===== src/rtl/core/scc_pkg.sv =====
// ----------------------------------------------------------------------------
// scc_pkg
// Shared types and constants for the syntax color classifier
// ----------------------------------------------------------------------------
package scc_pkg;

	localparam logic [7:0] CH_SLASH = 8'd47;
	localparam logic [7:0] CH_STAR  = 8'd42;

	// configuration register indexes
	localparam logic [1:0] CFG_SEL_START_ROW = 2'd0;
	localparam logic [1:0] CFG_SEL_START_COL = 2'd1;
	localparam logic [1:0] CFG_SEL_END_ROW   = 2'd2;
	localparam logic [1:0] CFG_SEL_END_COL   = 2'd3;

	typedef enum logic [1:0] {
		CLS_NORMAL  = 2'd0,
		CLS_PUNCT   = 2'd1,
		CLS_COMMENT = 2'd2
	} scc_class_t;

	typedef struct packed {
		logic [7:0]  char_code;
		logic [7:0]  next_code;
		logic [15:0] line_index;
		logic [15:0] col_index;
		logic        frame_first;
		logic        line_first;
	} scc_in_t;

	typedef struct packed {
		scc_class_t fg_class;
		logic       selected;
	} scc_out_t;

	typedef struct packed {
		logic       in_line_comment;
		logic       in_block_comment;
		logic [7:0] prev_char;
	} scc_lex_state_t;

	typedef struct packed {
		logic [15:0] start_row;
		logic [15:0] start_col;
		logic [15:0] end_row;
		logic [15:0] end_col;
	} scc_sel_cfg_t;

endpackage


===== src/rtl/core/syntax_color_classifier_unit.sv =====
// ----------------------------------------------------------------------------
// syntax_color_classifier_unit
// Per-character foreground class and selection flag for a text renderer
// ----------------------------------------------------------------------------
// each character passes through the input register and then the result register;
// comment state is registered as the character moves into the result register
// throughput: one character per cycle while the output is not stalled
// two characters can be held; with both held, a stalled output drops in_ready
// reset clears both comment flags, the previous character, the selection
// registers and all valid flags
module syntax_color_classifier_unit (
	input  logic              clk,
	input  logic              arst_n,
	input  logic              in_valid,
	output logic              in_ready,
	input  scc_pkg::scc_in_t  in_data,
	output logic              out_valid,
	input  logic              out_ready,
	output scc_pkg::scc_out_t out_data,
	input  logic              cfg_valid,
	output logic              cfg_ready,
	input  logic [1:0]        cfg_index,
	input  logic [15:0]       cfg_data
);
	import scc_pkg::*;

	scc_in_t        data_s1;
	logic           valid_s1;
	scc_out_t       data_s2;
	logic           valid_s2;
	scc_lex_state_t lex_q;
	scc_lex_state_t lex_next;
	scc_sel_cfg_t   sel_cfg_q;
	scc_class_t     cls;
	logic           sel_hit;
	logic           adv_s2;

	assign adv_s2    = valid_s1 && (!valid_s2 || out_ready);
	assign in_ready  = !valid_s1 || adv_s2;
	assign cfg_ready = 1'b1;
	assign out_valid = valid_s2;
	assign out_data  = data_s2;

	always_ff @(posedge clk or negedge arst_n) begin
		if (!arst_n) begin
			sel_cfg_q <= '0;
		end else if (cfg_valid) begin
			case (cfg_index)
				CFG_SEL_START_ROW: sel_cfg_q.start_row <= cfg_data;
				CFG_SEL_START_COL: sel_cfg_q.start_col <= cfg_data;
				CFG_SEL_END_ROW:   sel_cfg_q.end_row   <= cfg_data;
				CFG_SEL_END_COL:   sel_cfg_q.end_col   <= cfg_data;
				default:           sel_cfg_q           <= sel_cfg_q;
			endcase
		end
	end

	always_ff @(posedge clk or negedge arst_n) begin
		if (!arst_n) begin
			valid_s1 <= 1'b0;
		end else if (in_ready) begin
			valid_s1 <= in_valid;
		end
	end

	always_ff @(posedge clk) begin
		if (in_valid && in_ready) begin
			data_s1 <= in_data;
		end
	end

	scc_classify u_classify (
		.cur_state   (lex_q),
		.char_code   (data_s1.char_code),
		.next_code   (data_s1.next_code),
		.frame_first (data_s1.frame_first),
		.line_first  (data_s1.line_first),
		.fg_class    (cls),
		.next_state  (lex_next)
	);

	scc_select u_select (
		.sel_cfg    (sel_cfg_q),
		.line_index (data_s1.line_index),
		.col_index  (data_s1.col_index),
		.selected   (sel_hit)
	);

	// comment state commits when the character moves into the result register
	always_ff @(posedge clk or negedge arst_n) begin
		if (!arst_n) begin
			lex_q    <= '0;
			valid_s2 <= 1'b0;
		end else begin
			if (adv_s2) begin
				lex_q <= lex_next;
			end
			if (adv_s2) begin
				valid_s2 <= 1'b1;
			end else if (out_ready) begin
				valid_s2 <= 1'b0;
			end
		end
	end

	always_ff @(posedge clk) begin
		if (adv_s2) begin
			data_s2.fg_class <= cls;
			data_s2.selected <= sel_hit;
		end
	end

	// full pipeline with a stalled output holds off new input
	a_full_stall: assert property (@(posedge clk) disable iff (!arst_n)
		(valid_s1 && valid_s2 && !out_ready) |-> !in_ready)
		else $error("input accepted while both stages are held");

	a_adv_fills_out: assert property (@(posedge clk) disable iff (!arst_n)
		adv_s2 |=> out_valid)
		else $error("result register not loaded after stage advance");

	a_prev_char: assert property (@(posedge clk) disable iff (!arst_n)
		adv_s2 |=> (lex_q.prev_char == $past(data_s1.char_code)))
		else $error("previous character not tracked");

	// an open comment can only leave a character classed as comment
	a_cmt_class: assert property (@(posedge clk) disable iff (!arst_n)
		adv_s2 |=> (!(lex_q.in_line_comment || lex_q.in_block_comment) ||
			(out_data.fg_class == CLS_COMMENT)))
		else $error("open comment after a non-comment character");

endmodule


===== src/rtl/core/scc_classify.sv =====
// ----------------------------------------------------------------------------
// scc_classify
// Comment tracking and foreground class of one character
// ----------------------------------------------------------------------------
module scc_classify (
	input  scc_pkg::scc_lex_state_t cur_state,
	input  logic [7:0]              char_code,
	input  logic [7:0]              next_code,
	input  logic                    frame_first,
	input  logic                    line_first,
	output scc_pkg::scc_class_t     fg_class,
	output scc_pkg::scc_lex_state_t next_state
);
	import scc_pkg::*;

	logic       line_cmt;
	logic       block_cmt;
	logic [7:0] prev;
	logic       punct;

	always_comb begin
		punct = char_code inside {[8'd33:8'd47], [8'd60:8'd62], [8'd91:8'd94],
			[8'd123:8'd125]};
	end

	always_comb begin
		// frame start drops both comments, line start drops the line comment
		line_cmt  = cur_state.in_line_comment & ~frame_first & ~line_first;
		block_cmt = cur_state.in_block_comment & ~frame_first;
		prev      = line_first ? 8'd0 : cur_state.prev_char;

		next_state.in_line_comment  = line_cmt;
		next_state.in_block_comment = block_cmt;
		next_state.prev_char        = char_code;

		if (block_cmt && char_code == CH_SLASH) begin
			if (prev == CH_STAR) begin
				next_state.in_block_comment = 1'b0;
			end
			fg_class = CLS_COMMENT;
		end else if (line_cmt || block_cmt) begin
			fg_class = CLS_COMMENT;
		end else if (char_code == CH_SLASH) begin
			if (next_code == CH_SLASH) begin
				next_state.in_line_comment = 1'b1;
				fg_class = CLS_COMMENT;
			end else if (next_code == CH_STAR) begin
				next_state.in_block_comment = 1'b1;
				fg_class = CLS_COMMENT;
			end else begin
				fg_class = CLS_PUNCT;
			end
		end else if (punct) begin
			fg_class = CLS_PUNCT;
		end else begin
			fg_class = CLS_NORMAL;
		end
	end

endmodule


===== src/rtl/core/scc_select.sv =====
// ----------------------------------------------------------------------------
// scc_select
// Selection hit test: inclusive rectangle, or text-flow span when both
// the rows and the columns of the corners differ
// ----------------------------------------------------------------------------
module scc_select (
	input  scc_pkg::scc_sel_cfg_t sel_cfg,
	input  logic [15:0]           line_index,
	input  logic [15:0]           col_index,
	output logic                  selected
);
	import scc_pkg::*;

	logic rows_differ;
	logic cols_differ;
	logic in_box;
	logic in_flow;

	always_comb begin
		rows_differ = sel_cfg.end_row != sel_cfg.start_row;
		cols_differ = sel_cfg.end_col != sel_cfg.start_col;
		in_box = (line_index >= sel_cfg.start_row) && (line_index <= sel_cfg.end_row) &&
			(col_index >= sel_cfg.start_col) && (col_index <= sel_cfg.end_col);
		in_flow = rows_differ && cols_differ &&
			(((line_index == sel_cfg.start_row) && (col_index >= sel_cfg.start_col)) ||
			((line_index == sel_cfg.end_row) && (col_index <= sel_cfg.end_col)) ||
			((line_index < sel_cfg.end_row) && (line_index > sel_cfg.start_row)));
		// equal corners select nothing
		selected = (rows_differ || cols_differ) && (in_box || in_flow);
	end

endmodule


===== config.mk =====
export PLATFORM = sky130hd
export DESIGN_NAME = syntax_color_classifier_unit
export DESIGN_NICKNAME = d
export VERILOG_FILES = /design/src/rtl/core/scc_pkg.sv /design/src/rtl/core/syntax_color_classifier_unit.sv /design/src/rtl/core/scc_classify.sv /design/src/rtl/core/scc_select.sv
export SDC_FILE = /design/constraint.sdc
export NUM_CORES = 1
export LEC_CHECK = 0
export ABC_AREA = 1
export BUFFER_PORTS_ARGS = -buffer_cell sky130_fd_sc_hd__buf_4
export CAP_MARGIN = 5
export CORE_UTILIZATION = 40
export DETAILED_ROUTE_END_ITERATION = 7
export GPL_TIMING_DRIVEN = 0
export PLACE_DENSITY = 0.67
export SETUP_SLACK_MARGIN = 0.4
export SLEW_MARGIN = 25
export SYNTH_ARGS = -nofsm -noshare
export SYNTH_HDL_FRONTEND = slang
export SYNTH_SLANG_ARGS = --single-unit

===== constraint.sdc =====
create_clock -name clk -period 2.9 [get_ports clk]
set_input_delay 0.145 -clock clk [delete_from_list [all_inputs] [get_ports clk]]
set_output_delay 0.145 -clock clk [all_outputs]
set_load 0.05 [all_outputs]

==> summary.txt, run 1 <==
Outcome
  • Status: finished, final reports clean

Power and ir drop
  • LEAKAGE: approximately 0.004 uW
  • Pwr dens: between 600 and 700 nW/um^2
  • Power Total: 5690 uW
  • Worst vdd ir: approximately 0.00044 V

Timing
  • Clock Skews: 0.0114 ns
  • Min Tclk post-route: 1.94 ns
  • Final Hold Fails: 0
  • RSZ-0062 raised after global routing: false
  • Slew of the pin with the lowest slew margin: 0.692 ns
  • Period utilisation layout: 66.9%
  • Pins over their slew limit: 0
  • Fmax: slightly above 500 MHz
  • Setup TNS: 0 ns
  • Slew HR: a little over half
  • Final setup viols: 0

Critical path
  • Crit-path max cell delay: around 0.37 ns
  • Type of the worst setup path: register to register
  • Crit path buf inv count: 2
  • Worst path top cell family by delay: compound AO/OA/AOI/OAI gates
  • Data required, critical path: 3.16 ns
  • Worst path slowest cell: dfrtp_1
  • Crit. End Element: register
  • CP dominant cell by count: nand2_1
  • CP Max Fanout: 3
  • Startpoint types: register
  • CP arrival: between 2 and 2.5 ns
  • CP Cell Sequence: inv_1 > ha_1 > a21oi_1 > nand2_1 > a21oi_1 > nand2_1 > nand2_1 > nand2_1 > inv_1 > nand3_1 > a21oi_2

Global routing
  • GRT Util Overall: 18.9%
  • Initial antenna violation count: 0
  • Gr ovfl total: 0
  • First-pass GRT wire length: between 20000 and 30000 um
  • Vias in the first global route: 5570
  • Largest net degree at the start of global routing: 77

Yosys
  • Post-synth top area share: between 20% and 30%
  • Synth area leader: dfrtp_1
  • Main combinational cell family by area after synthesis: simple AND/OR/NAND/NOR gates
  • Syn. warnings: 0
  • Compound-gate portion of the synthesized area: under 10%
  • Cells after Synth: 713
  • Post-Synth Adder-Cell Area: between 10% and 20%
  • Xor and xnor area share after synthesis: under 10%
  • Mux cell area share after synthesis: 0%
  • Avg Inst Size Synth: between 9 and 10 um^2
  • Simple-Gate Fraction of Synth Area: roughly 16%
  • Count of cell types in the netlist: 35
  • Synthesized Nets: 850
  • #FFs+latches synth: approximately 130
  • Sequential share of the synthesized area: a little over half
  • Synth top area cells: dfrtp_1, edfxtp_1, ha_1, nand2_1, inv_1
  • Post-synthesis cell area: between 6000 and 7000 um^2

CTS
  • CTS tree: built
  • Post-CTS sizing: 0
  • Max Root-Sink Buffers: 2
  • CTS Buf Count: 17
  • Clock slew seen by the registers of the worst setup and hold paths: 0.06 ns
  • Clk sinks: 129
  • Worst-Skew Late Latency: between 0.4 and 0.5 ns
  • CTS root buf: clkbuf_16
  • H-tree levels: 4

Drt
  • WL per Instance: 13.6 um
  • DR iter-0 viols: between 200 and 300
  • Vias/cell: 4.70
  • Drt first pass iters: 6
  • Via count: around 5100
  • Remaining DRCs: 0
  • Routed WL: roughly 15000 um
  • Antenna-violating nets left: 0

Placement
  • Final HPWL DP: 10400 um
  • Port Buffer Count: 77
  • Placed Cells: approximately 1000
  • GPL Wtd Cong: about 0.81

Floorplan
  • Num rows: 46
  • Num ports: 79
  • Initial Util: around two fifths
  • Die span in x: ~130 um
  • Die Area: between 15000 and 20000 um^2
  • Core Area: between 15000 and 20000 um^2
  • Die Height: about 130 um

Cells and area
  • Area delta synth->final: 30.3%
  • Final net count: 1000
  • # fillers: approximately 1400
  • Number of non-filler instances in the completed layout: around 1100
  • Antenna Cells: 0
  • Fraction of layout instances using a drive strength above 1: between 10 and 15%
  • Core Util, Final: 54.1%

Flow run
  • Max-cap violations: 0

Hold path
  • Hold Crit Class: input pin to register
metrics by stage:
stage | hold slack, ns | worst slack (ns) | cell area, um^2
floorplan | -0.151 | 0.509 | 6680
global placement | 0.323 | 0.795 | 7530
detailed placement | 0.324 | 0.764 | 7530
CTS | 0.0377 | 0.707 | 8670
global route | 0.0458 | 0.740 | 8690
finish | 0.0429 | 0.959 | 8690
layout by cell type, fill, tap and decap left out, types with 4 or more instances in the layout:
cell type and count:
xnor2_1 21, clkbuf_16 19, nand3_1 17, buf_4 77
nor3_1 11, nand2_1 169, edfxtp_1 53, clkinv_2 4
nor2_1 25, a21oi_1 28, o21ai_0 76, dfrtp_1 76
inv_1 114, dlygate4sd3_1 53, clkinv_4 5, ha_1 64
clkbuf_1 14, nand4_1 14
routing by layer:
metal | global-route usage [%] | share of wire, % | routed length [um] | vias up
met5 | 0 | 0 | 0 | -
met4 | 6.14 | 1.1 | 170 | 0
met3 | 4.94 | 3.9 | 585 | 13
met2 | 33.6 | 50 | 7440 | 82
met1 | 21.9 | 45 | 6640 | 2391
li1 | - | - | - | 2644
registers in the layout, summed over array words and instances (netlist names):
| name | flops |
|---|---|
| lex_q | 10 |
| valid_s1 | 1 |
| out_valid | 1 |
| data_s1 | 50 |
| sel_cfg_q | 64 |
| out_data | 3 |
timing repair:
action                    CTS  global route
hold endpoints to repair  128             0
hold buffers               53             0
buffers inserted            0             0
cells in the mapped netlist:
| library cell | n |
|---|---|
| conb_1 | 1 |
| o41ai_1 | 1 |
| a21oi_2 | 2 |
| o31ai_2 | 1 |
| a211oi_1 | 2 |
| or2_0 | 1 |
| o21bai_1 | 1 |
| a21oi_1 | 28 |
| edfxtp_1 | 53 |
| xor2_1 | 2 |
| o211ai_1 | 1 |
| o21a_1 | 2 |
| nand4_1 | 14 |
| o21ai_0 | 76 |
| clkbuf_1 | 13 |
| clkinv_1 | 1 |
| nor3b_1 | 2 |
| a21o_1 | 2 |
| nor2_1 | 25 |
| nor3_1 | 11 |
| o21ai_2 | 1 |
| buf_4 | 1 |
| nand3_1 | 18 |
| ha_1 | 64 |
| or2_2 | 1 |
| nand2_1 | 169 |
| nor2_2 | 1 |
| nand2_2 | 2 |
| o22ai_1 | 1 |
| xnor2_1 | 21 |
| dfrtp_1 | 76 |
| nand3_2 | 1 |
| nand3b_1 | 1 |
| nor3_2 | 2 |
| inv_1 | 115 |
layout make-up:
class | count | area [um^2] | share of cell area, %
plain buffers | 14 | 56.3 | 0.648
clock buffers | 20 | 479 | 5.51
clock inverters | 12 | 131 | 1.51
inverters | 116 | 439 | 5.05
multi-input cells | 454 | 2690 | 30.9
flip-flops and latches | 129 | 3490 | 40.2
well taps | 216 | 270 | 3.11
repair buffers | 131 | 1130 | 13.0
final timing paths:
kind | to | slack (ns) | from | depth (start not counted)
setup / recovery | out_data[0] | 0.96 | sel_cfg_q[11] | 11
hold / removal | sel_cfg_q[47] | 0.04 | cfg_data[15] | 3
setup reg to reg | out_data[0] | 0.96 | sel_cfg_q[11] | 11
hold reg to reg | lex_q[4] | 0.49 | lex_q[4] | 2
max in group asynchronous | sel_cfg_q[13] | 2.09 | arst_n | 2
min in group asynchronous | sel_cfg_q[2] | 0.32 | arst_n | 2
logic make-up (layout without fill, tap and decap cells):
family,count (synthesis),in the layout
AOI/OAI and AO/OA,118,118
xor gates and xnor gates,23,23
adders and majority gates,64,64
buffers and inverters,130,293
DFF,129,129
other,1,1
and+or+nand+nor,248,248
tightest hold or removal path, delay by kind of cell:
kind            cells  cell delay (ns)
compound gates      1             0.14
buf+inv             2             0.13
power by group:
| group | internal, uW | switching [uW] | total [uW] |
|---|---|---|---|
| clock | 1370 | 818 | 2190 |
| sequential | 2160 | 201 | 2360 |
| combinational | 511 | 631 | 1140 |
Note: power is estimated with default switching activity, not from simulation.
==> inputs of run 2 (changes only) <==
- ABC_AREA: 1 -> 0
- PLACE_DENSITY: 0.67 -> 0.7
- clock period: 2.9 -> 1.7 ns (I/O delays scaled with it)
==> run 2 against run 1 <==
  * The flow now finishes with violations (setup timing)
  * Critical path depth down 2
  * Non-clock buffer count up 24
  * Sequential cell count unchanged
  * Worst setup slack worse by 1.7 ns
==> summary.txt, run 2 <==
Global routing
  • First-pass GRT wire length: approximately 25000 um
  • GRT Util Overall: about a fifth
  • Initial antenna violation count: 0
  • Gr ovfl total: 0
  • Largest net degree at the start of global routing: 77
  • Vias in the first global route: ~5000

Drt
  • WL per Instance: roughly 17 um
  • DR iter-0 viols: 314
  • Routed WL: between 15000 and 20000 um
  • Antenna-violating nets left: 0
  • Vias/cell: just over 5
  • Via count: 4933
  • Remaining DRCs: 0
  • Drt first pass iters: 6

Power and ir drop
  • Worst vdd ir: around 0.00074 V
  • LEAKAGE: approximately 0.004 uW
  • Pwr dens: ~1100 nW/um^2
  • Power Total: slightly below 10000 uW

Yosys
  • Post-synth top area share: 29.0%
  • Count of cell types in the netlist: 45
  • Syn. warnings: 0
  • Sequential share of the synthesized area: roughly 53%
  • Synthesized Nets: roughly 680
  • Top-count cell post-synth: dfrtp_1
  • Most instantiated cells after synthesis: dfrtp_1, inv_1, ha_1
  • #FFs+latches synth: 129
  • Ys flop type: dfrtp_1
  • EDFF count, synth: 53
  • Ys async rst share: slightly below 60%
  • Synth top area cells: dfrtp_1, edfxtp_1, ha_1, mux2_2, inv_1
  • Post-synthesis cell area: 6570 um^2
  • Synth area leader: dfrtp_1
  • Avg Inst Size Synth: approximately 12 um^2
  • Cells after Synth: roughly 540

Critical path
  • Data required, critical path: 1.84 ns
  • CP Max Fanout: 3
  • Crit path buf inv count: 1
  • Worst path slowest cell: dfrtp_1
  • Worst reg2reg path depth: 9
  • Worst path top cell family by delay: compound AO/OA/AOI/OAI gates
  • Startpoint types: register
  • CP Cell Sequence: inv_2 > ha_4 > a21o_1 > a221o_1 > a221o_1 > a211oi_4 > a211oi_2 > o211ai_1 > nand3_1
  • Reg-to-reg startpoint: sel_cfg_q[57]
  • CP arrival: 2.60 ns
  • CP dominant cell by count: a221o_1
  • Type of the worst setup path: register to register
  • Flop2flop setup slack: -0.76 ns
  • Crit. End Element: register
  • R2r endpoint: out_data[0]
  • Crit-path max cell delay: ~0.4 ns

Timing
  • Pins over their slew limit: 0
  • Period utilisation layout: 145%
  • Final Hold Fails: 0
  • Setup TNS: -1.01 ns
  • Slew HR: 54.2%
  • Slew of the pin with the lowest slew margin: about 0.7 ns
  • Final WS setup: -0.761 ns
  • Clock Skews: between 0.003 and 0.004 ns
  • Min Tclk post-route: 2.46 ns
  • RSZ-0062 raised after global routing: true
  • Final setup viols: 3
  • Fmax: 406 MHz

Flow run
  • Max-cap violations: 0

Hold path
  • Hold Crit Class: input pin to register
  • Hold Startpoint: cfg_index[1]
  • Worst hold path endpoint: sel_cfg_q[48]
  • Hold Path Stages: 3

CTS
  • CTS Buf Count: 17
  • Clk sinks: between 100 and 150
  • CTS root buf: clkbuf_16
  • H-tree levels: 4
  • Max Root-Sink Buffers: 2
  • Clock slew seen by the registers of the worst setup and hold paths: 0.06 ns
  • CTS tree: built
  • Worst-Skew Late Latency: 0.42 ns

Cells and area
  • Max reg flops: 64
  • Final net count: 863
  • Most frequent cells in the layout: buf_4, dfrtp_1, dlygate4sd3_1
  • Area delta synth->final: 36.8%
  • Most common cell after layout, fill and taps aside: buf_4
  • Post-route cell area: about 9000 um^2
  • Number of non-filler instances in the completed layout: between 900 and 1000
  • Fraction of layout instances using a drive strength above 1: 28.0%
  • Antenna Cells: 0
  • Largest registers: sel_cfg_q (64), data_s1 (50), lex_q (10)
  • Most flop-heavy register: sel_cfg_q

Floorplan
  • Die Height: ~130 um
  • Die Area: roughly 17000 um^2
  • Core Area: about 16000 um^2
  • Num rows: 46
  • Initial Util: between 40% and 50%
  • Num ports: 79
  • Die span in x: between 100 and 150 um

Outcome
  • Status: finished, violations left
  • Violated checks: setup timing

Placement
  • Place WS: -0.912 ns
  • Placed Area: roughly 7400 um^2
  • Port Buffer Count: 77
  • Final HPWL DP: ~11000 um
  • GPL Wtd Cong: just under 1
  • Placed Cells: 834
[run 2: worst reg2reg max path, stage by stage, from the launching register on]
cell and delay [ns]:
dfrtp_1 0.40, inv_2 0.10, ha_4 0.21, a21o_1 0.16
a221o_1 0.29, a221o_1 0.35, a211oi_4 0.28, a211oi_2 0.07
o211ai_1 0.17, nand3_1 0.15
[run 2: area by class of cell]
class,count,area [um^2]
buffer,8,43.8
sequential,129,3490
timing repair buffer,161,1400
multi-input combinational,343,2950
tap,216,270
inverter,66,248
clock inverter,8,43.8
fill,1283,6960
clock buffer,24,534
[run 2: how the worst max path moves through the flow]
stage                   from          end  slack [ns]  cells past startpoint
3_5_place_dp   sel_cfg_q[32]  out_data[0]       -0.91                      8
3_3_place_gp   sel_cfg_q[32]  out_data[0]       -0.95                      8
4_1_cts        sel_cfg_q[57]  out_data[0]       -0.82                      9
6_report       sel_cfg_q[57]  out_data[0]       -0.76                      9
5_1_grt          data_s1[29]  out_data[0]       -0.80                      9
2_1_floorplan    data_s1[27]  out_data[0]       -0.52                      8
[run 2: stage by stage]
stage | hold slack [ns] | util (%)
floorplan | -0.211 | -
global placement | 0.263 | 46.6
detailed placement | 0.264 | 46.6
CTS | 0.113 | 55.8
global route | 0.145 | 56.4
finish | 0.133 | 56.4
[run 2: timing repair]
action | 4_1_cts | 5_1_grt
pin swaps | 12 | 7
hold endpoints to repair | 192 | 0
gates cloned | 4 | 1
gates resized for setup | 19 | 10
setup endpoints to repair | 55 | 50
hold buffers | 69 | 0
setup buffers | 12 | 3
[run 2: cell families after synthesis]
logic type	count (synthesis)	share of synthesized area, %
XOR/XNOR	33	4.40
AO/OA/AOI/OAI	80	7.60
flip-flops	129	53.2
adder cells (fa/ha/maj)	64	12.2
AND/OR/NAND/NOR	102	8.34
buffers and inverters	74	4.29
other	1	0.0571
multiplexers	58	9.93
[run 2: power breakdown]
part	switching [uW]	internal [uW]	total, uW
logic	1120	1130	2250
registers	363	3680	4050
clock network	1340	2180	3520
total	2820	6990	9810
[run 2: metal layers]
layer  share of wire (%)  vias up  global-route usage (%)  wire, um
li1                    -     2316                       -         -
met1                  42     2428                    25.3      7030
met2                  51      155                    34.3      8450
met3                 4.4       34                    4.06       734
met4                 2.7        0                    10.5       446
met5                   0        -                       0         0
